File: src/sv/mfit_pkg.sv
// Package for the modular factorial / inverse table block.
// Holds request and result payload types, control codes and the
// controller-to-datapath command and status structs. No dependencies.
package mfit_pkg;

  localparam int WORD_W         = 32;
  localparam int IDX_W          = 12;
  localparam int MAXN_W         = 12;
  localparam int TABLE_DEPTH_DEF = 4096;
  localparam int EXTRA_ENTRIES  = 32;
  localparam logic [WORD_W-1:0] MODULUS_RESET = 32'd998244353;
  localparam logic [MAXN_W-1:0] MAXN_RESET    = 12'd4064;

  typedef enum logic {
    MODE_BUILD = 1'b0,
    MODE_QUERY = 1'b1
  } mode_t;

  typedef enum logic [1:0] {
    STATUS_OK        = 2'd0,
    STATUS_NOT_BUILT = 2'd1,
    STATUS_RANGE     = 2'd2
  } status_t;

  typedef enum logic {
    REG_MODULUS = 1'b0,
    REG_MAX_N   = 1'b1
  } reg_idx_t;

  typedef struct packed {
    logic             mode;
    logic [IDX_W-1:0] index;
  } req_t;

  typedef struct packed {
    logic [WORD_W-1:0] factorial;
    logic [WORD_W-1:0] inverse_factorial;
    logic [WORD_W-1:0] inverse;
    logic [1:0]        status;
  } resp_t;

  typedef enum logic [3:0] {
    ST_IDLE,
    ST_ENTRY,
    ST_DIV,
    ST_RDINV,
    ST_MLOAD,
    ST_MUL,
    ST_MSTORE,
    ST_WRITE,
    ST_BDONE,
    ST_QOUT
  } state_t;

  typedef enum logic [1:0] {
    MS_INV,
    MS_FAC,
    MS_IFAC
  } mul_sel_t;

  typedef enum logic [1:0] {
    WR_NONE,
    WR_ZERO,
    WR_LOW,
    WR_CALC
  } wr_kind_t;

  typedef struct packed {
    logic     q_read;
    logic     build_init;
    logic     div_load;
    logic     div_step;
    logic     inv_rd;
    logic     mul_load;
    logic     mul_step;
    logic     mul_phase;
    logic     mul_store;
    mul_sel_t mul_sel;
    wr_kind_t wr_kind;
    logic     build_done;
    logic     show_query;
  } dp_cmd_t;

  typedef struct packed {
    logic done;
    logic m_small;
    logic i_ge_m;
    logic i_lt2;
  } dp_stat_t;

endpackage

File: src/sv/mfit_ctrl.sv
// Sequencer for table build and query read-out.
// Depends on mfit_pkg for state, command and status types.
module mfit_ctrl (
  input  logic                clk,
  input  logic                rst_n,
  input  logic                start,
  input  logic                mode,
  input  mfit_pkg::dp_stat_t  stat,
  output mfit_pkg::dp_cmd_t   cmd,
  output logic                busy,
  output logic                strobe
);

  mfit_pkg::state_t   state_r, state_nxt;
  mfit_pkg::mul_sel_t sel_r, sel_nxt;
  logic [5:0]         cnt_r, cnt_nxt;

  always_ff @(posedge clk) begin
    if (!rst_n) begin
      state_r <= mfit_pkg::ST_IDLE;
      sel_r   <= mfit_pkg::MS_INV;
      cnt_r   <= '0;
    end else begin
      state_r <= state_nxt;
      sel_r   <= sel_nxt;
      cnt_r   <= cnt_nxt;
    end
  end

  always_comb begin
    state_nxt   = state_r;
    sel_nxt     = sel_r;
    cnt_nxt     = cnt_r;
    cmd         = '0;
    cmd.mul_sel = sel_r;
    cmd.wr_kind = mfit_pkg::WR_NONE;
    cmd.mul_phase = cnt_r[0];
    busy        = (state_r != mfit_pkg::ST_IDLE);
    strobe      = 1'b0;
    unique case (state_r)
      mfit_pkg::ST_IDLE: begin
        if (start) begin
          if (mode == mfit_pkg::MODE_QUERY) begin
            cmd.q_read = 1'b1;
            state_nxt  = mfit_pkg::ST_QOUT;
          end else begin
            cmd.build_init = 1'b1;
            state_nxt      = mfit_pkg::ST_ENTRY;
          end
        end
      end
      mfit_pkg::ST_ENTRY: begin
        if (stat.done) begin
          state_nxt = mfit_pkg::ST_BDONE;
        end else if (stat.m_small || stat.i_ge_m) begin
          cmd.wr_kind = mfit_pkg::WR_ZERO;
        end else if (stat.i_lt2) begin
          cmd.wr_kind = mfit_pkg::WR_LOW;
        end else begin
          cmd.div_load = 1'b1;
          cnt_nxt      = '0;
          state_nxt    = mfit_pkg::ST_DIV;
        end
      end
      mfit_pkg::ST_DIV: begin
        cmd.div_step = 1'b1;
        cnt_nxt      = cnt_r + 6'd1;
        if (cnt_r == 6'd31) begin
          state_nxt = mfit_pkg::ST_RDINV;
        end
      end
      mfit_pkg::ST_RDINV: begin
        cmd.inv_rd = 1'b1;
        sel_nxt    = mfit_pkg::MS_INV;
        state_nxt  = mfit_pkg::ST_MLOAD;
      end
      mfit_pkg::ST_MLOAD: begin
        cmd.mul_load = 1'b1;
        cnt_nxt      = '0;
        state_nxt    = mfit_pkg::ST_MUL;
      end
      mfit_pkg::ST_MUL: begin
        cmd.mul_step = 1'b1;
        cnt_nxt      = cnt_r + 6'd1;
        if (cnt_r == 6'd63) begin
          state_nxt = mfit_pkg::ST_MSTORE;
        end
      end
      mfit_pkg::ST_MSTORE: begin
        cmd.mul_store = 1'b1;
        case (sel_r)
          mfit_pkg::MS_INV: begin
            sel_nxt   = mfit_pkg::MS_FAC;
            state_nxt = mfit_pkg::ST_MLOAD;
          end
          mfit_pkg::MS_FAC: begin
            sel_nxt   = mfit_pkg::MS_IFAC;
            state_nxt = mfit_pkg::ST_MLOAD;
          end
          default: begin
            state_nxt = mfit_pkg::ST_WRITE;
          end
        endcase
      end
      mfit_pkg::ST_WRITE: begin
        cmd.wr_kind = mfit_pkg::WR_CALC;
        state_nxt   = mfit_pkg::ST_ENTRY;
      end
      mfit_pkg::ST_BDONE: begin
        cmd.build_done = 1'b1;
        strobe         = 1'b1;
        state_nxt      = mfit_pkg::ST_IDLE;
      end
      mfit_pkg::ST_QOUT: begin
        cmd.show_query = 1'b1;
        strobe         = 1'b1;
        state_nxt      = mfit_pkg::ST_IDLE;
      end
      default: begin
        state_nxt = mfit_pkg::ST_IDLE;
      end
    endcase
  end

endmodule

File: config.mk
export PLATFORM = sky130hd
export DESIGN_NAME = mfit_ctrl
export DESIGN_NICKNAME = d
export VERILOG_FILES = /design/src/sv/mfit_pkg.sv /design/src/sv/mfit_ctrl.sv
export SDC_FILE = /design/constraint.sdc
export NUM_CORES = 1
export LEC_CHECK = 0
export BUFFER_PORTS_ARGS = -buffer_cell sky130_fd_sc_hd__buf_4
export CAP_MARGIN = 0
export CORE_ASPECT_RATIO = 0.7
export CORE_MARGIN = 2
export CORE_UTILIZATION = 45
export DETAILED_ROUTE_END_ITERATION = 6
export PLACE_DENSITY = 0.73
export SLEW_MARGIN = 20
export SYNTH_ARGS = -nofsm -noshare
export SYNTH_HDL_FRONTEND = slang
export SYNTH_SLANG_ARGS = --single-unit
File: constraint.sdc
create_clock -name clk -period 1.7 [get_ports clk]
set_input_delay 0.34 -clock clk [delete_from_list [all_inputs] [get_ports clk]]
set_output_delay 0.34 -clock clk [all_outputs]
set_load 0.01 [all_outputs]
==> impl_metrics.env <==
export IMPL_crit_chain="buf_6 > nor4b_4 > buf_4 > buf_6"
export IMPL_fin_crit_ns=1.79
export IMPL_drv_slew=0
export IMPL_crit_type="flip-flop to output port"
export IMPL_p_leak_uw=0.000597
export IMPL_grt_usage=0.230
export IMPL_reg2reg_slack_ns=0
export IMPL_fp_dieArea_sq_mm=0.00234
export IMPL_syn_instance_count=117
export IMPL_syn_avg_cell_area_sq_um=7.54
export IMPL_setup_slack_ns=-0.0890
export IMPL_clkTransAtPathRegs_ns=0.09
export IMPL_drt_initial_drc_count=48
export IMPL_cpPeakStageDelay_ns=0.39
export IMPL_violations="setup timing"
export IMPL_grt_setup_unrepaired="true"
export IMPL_rr_startpoint="state_r[2]$_SDFFE_PN0P_"
export IMPL_ys_warn_count=0
export IMPL_powerDensity_mw_per_mm2=1150
export IMPL_nNetsFinal=170
export IMPL_routed_wl_um=2890
export IMPL_clockBufferDepth=2
export IMPL_synth_edff_count=0
export IMPL_fmax_mhz=559
export IMPL_via_per_inst=5.76
export IMPL_synthesis_nets=126
export IMPL_hpwl_um=1720
export IMPL_crit_slowest_cell="dfxtp_4"
export IMPL_grt_max_degree=16
export IMPL_status="complete, but fails checks"
export IMPL_synth_seq_area_share=0.272
export IMPL_finalCritPeriodShare=1.05
export IMPL_wire_per_inst_um=15.9
export IMPL_reg2reg_to="state_r[1]$_SDFFE_PN0P_"
export IMPL_reg2reg_depth=6
export IMPL_clk_latency_ns=0.30
export IMPL_crit_path_end="cmd[11]"
export IMPL_endpoint_kind="output port"
export IMPL_finalHoldViolations=0
export IMPL_h_tree_depth=1
export IMPL_die_w_um=56.9
export IMPL_initial_core_util=0.476
export IMPL_pin_count=25
export IMPL_synth_distinct_cells=39
export IMPL_min_path_type="primary input to flip-flop"
export IMPL_grt_pass1_vias=850
export IMPL_ir_drop_v=0.000818
export IMPL_yosys_most_used_dff="dfxtp_1"
export IMPL_route_detailed_drc=0
export IMPL_grt_pass1_wl_um=3920
export IMPL_crit_buf_inv=3
export IMPL_coreArea_sq_mm=0.00185
export IMPL_die_h_um=41.0
export IMPL_worst_pin_slew_ns=0.508
export IMPL_antenna_cells=0
export IMPL_dr_pass1_iters=4
export IMPL_path_common_cell="buf_6"
export IMPL_ys_async_sr_fraction=0
export IMPL_ant_nets=0
export IMPL_crit_start="state_r[0]$_SDFFE_PN0P_"
export IMPL_grt_overflow=0
export IMPL_cap_violations=0
export IMPL_synth_area_sq_um=882
export IMPL_vias=1042
export IMPL_ys_seq_elements=12
export IMPL_area_growth_pct=57.9
export IMPL_finalSetupViolCount=5
export IMPL_post_place_ws_ns=-0.0811
export IMPL_cts_tree="built"
export IMPL_max_slew_margin_rel=0.658
export IMPL_fin_worst_skew_ns=0.0113
export IMPL_cp_max_fo=5
export IMPL_place_congestion=0.820
export IMPL_clkSinkCount=12
export IMPL_port_buffers=24
export IMPL_worst_setup_path_start_kind="flip-flop"
export IMPL_root_buffer="clkbuf_4"
export IMPL_fin_setup_tns_ns=-0.217
export IMPL_crit_cells=4
export IMPL_cp_data_arrival_time_ns=1.45
export IMPL_cpLargestDelayFamily="buffers and inverters"
export IMPL_antenna_found_initial=0
export IMPL_cts_made_buffers=3
export IMPL_cp_required_ns=1.36
export IMPL_rows=13
export IMPL_drive_above_1_share=0.459
## worst min path at each step
stage / slack (ns) / end / from / cells past startpoint
floorplan: 0.47 / cnt_r[5]$_SDFFE_PN0P_ / cnt_r[5]$_SDFFE_PN0P_ / 2
global placement: 0.50 / cnt_r[5]$_SDFFE_PN0P_ / cnt_r[5]$_SDFFE_PN0P_ / 2
detailed placement: 0.51 / cnt_r[4]$_SDFFE_PN0P_ / cnt_r[4]$_SDFFE_PN0P_ / 2
CTS: 0.36 / state_r[0]$_SDFFE_PN0P_ / rst_n / 2
global route: 0.36 / state_r[0]$_SDFFE_PN0P_ / rst_n / 2
finish: 0.34 / state_r[0]$_SDFFE_PN0P_ / rst_n / 2
## power by group
| part | internal [uW] | switching, uW | leakage, uW |
|---|---|---|---|
| clock network | 82.9 | 118 | 0.0000138 |
| registers | 330 | 79.2 | 0.000100 |
| logic | 518 | 478 | 0.000483 |
## synth_stat cells (all sizes together) (2+ instances only)
master	number	area, sq um
nor2	16	62.6
dfxtp	12	240
o21ai	10	50.1
nand2	7	26.3
buf	6	33.8
nand2b	6	37.5
a21boi	5	37.5
a21oi	5	25.0
nor3	5	25.0
and2	4	25.0
nand3	4	20.0
inv	3	11.3
nand3b	3	22.5
nor2b	3	18.8
or3	3	18.8
and3	2	12.5
clkbuf	2	7.51
mux2i	2	20.0
nor4	2	12.5
nor4b	2	38.8
## state kept, by name (all words and copies together) (netlist names)
signal / flops
cnt_r: 6
state_r: 4
sel_r: 2
## what timing repair did
item,in CTS,in global routing
pin swaps,2,10
hold buffers,0,0
setup endpoints to repair,17,15
resized for setup,16,21
buffers inserted,3,4
## through the flow
step / hold slack (ns) / power [uW] / cell area [sq um] / cells / utilization
2_1_floorplan: 0.472 / 836 / 882 / 117 / -
3_3_place_gp: 0.498 / 1110 / 1170 / 171 / 0.630
3_5_place_dp: 0.511 / 1120 / 1170 / 171 / 0.630
4_1_cts: 0.363 / 1380 / 1260 / 177 / 0.680
5_1_grt: 0.357 / 1680 / 1390 / 181 / 0.751
6_report: 0.340 / 1610 / 1390 / 181 / 0.751
## metal layers
metal	GRT usage	vias to the layer above	part of all wire
met2	0.362	47	0.44
met1	0.296	478	0.45
met5	0	-	0
li1	-	508	-
met4	0.0814	0	0.025
met3	0.0852	9	0.087
## worst reg2reg max path, cell delays in order, from the launching register on
cell and delay, ns:
dfxtp_4 0.41, buf_4 0.15, nand2_2 0.09, or4_1 0.43
o41ai_2 0.09, or2_4 0.24, mux2i_1 0.21
## area by class of cell
class / instances / area [sq um]
repair buffers: 47 / 380
well taps: 22 / 27.5
inverters: 3 / 11.3
clock buffers: 3 / 22.5
multi-input cells: 94 / 696
fillers: 127 / 462
flip-flops and latches: 12 / 255
## kinds of logic after synthesis
group / count (synthesis) / share of synthesized area
AO/OA/AOI/OAI: 28 / 0.214
adder cells (fa/ha/maj): 1 / 0.0142
buffers and inverters: 11 / 0.0596
AND/OR/NAND/NOR: 62 / 0.407
multiplexers: 2 / 0.0227
flip-flops: 12 / 0.272
XOR/XNOR: 1 / 0.00993
## cell usage in the layout, fill, tap and decap left out, types with 2 or more instances in the layout
| master | n |
|---|---|
| o21ai_0 | 7 |
| nor2_1 | 13 |
| nor2_4 | 3 |
| a21boi_0 | 3 |
| nand2_1 | 6 |
| nand2b_1 | 4 |
| or3_1 | 3 |
| nor2b_1 | 3 |
| nand3_2 | 2 |
| and3_1 | 2 |
| a21oi_1 | 5 |
| a21boi_1 | 2 |
| nor3_1 | 4 |
| buf_6 | 4 |
| dfxtp_4 | 4 |
| o21ai_1 | 2 |
| clkbuf_4 | 3 |
| buf_4 | 42 |
| nand3b_1 | 3 |
| and2_1 | 3 |
| dfxtp_1 | 8 |
| inv_1 | 3 |
| nand3_1 | 2 |
| mux2i_1 | 2 |
Power figures use the tool's default switching activity.
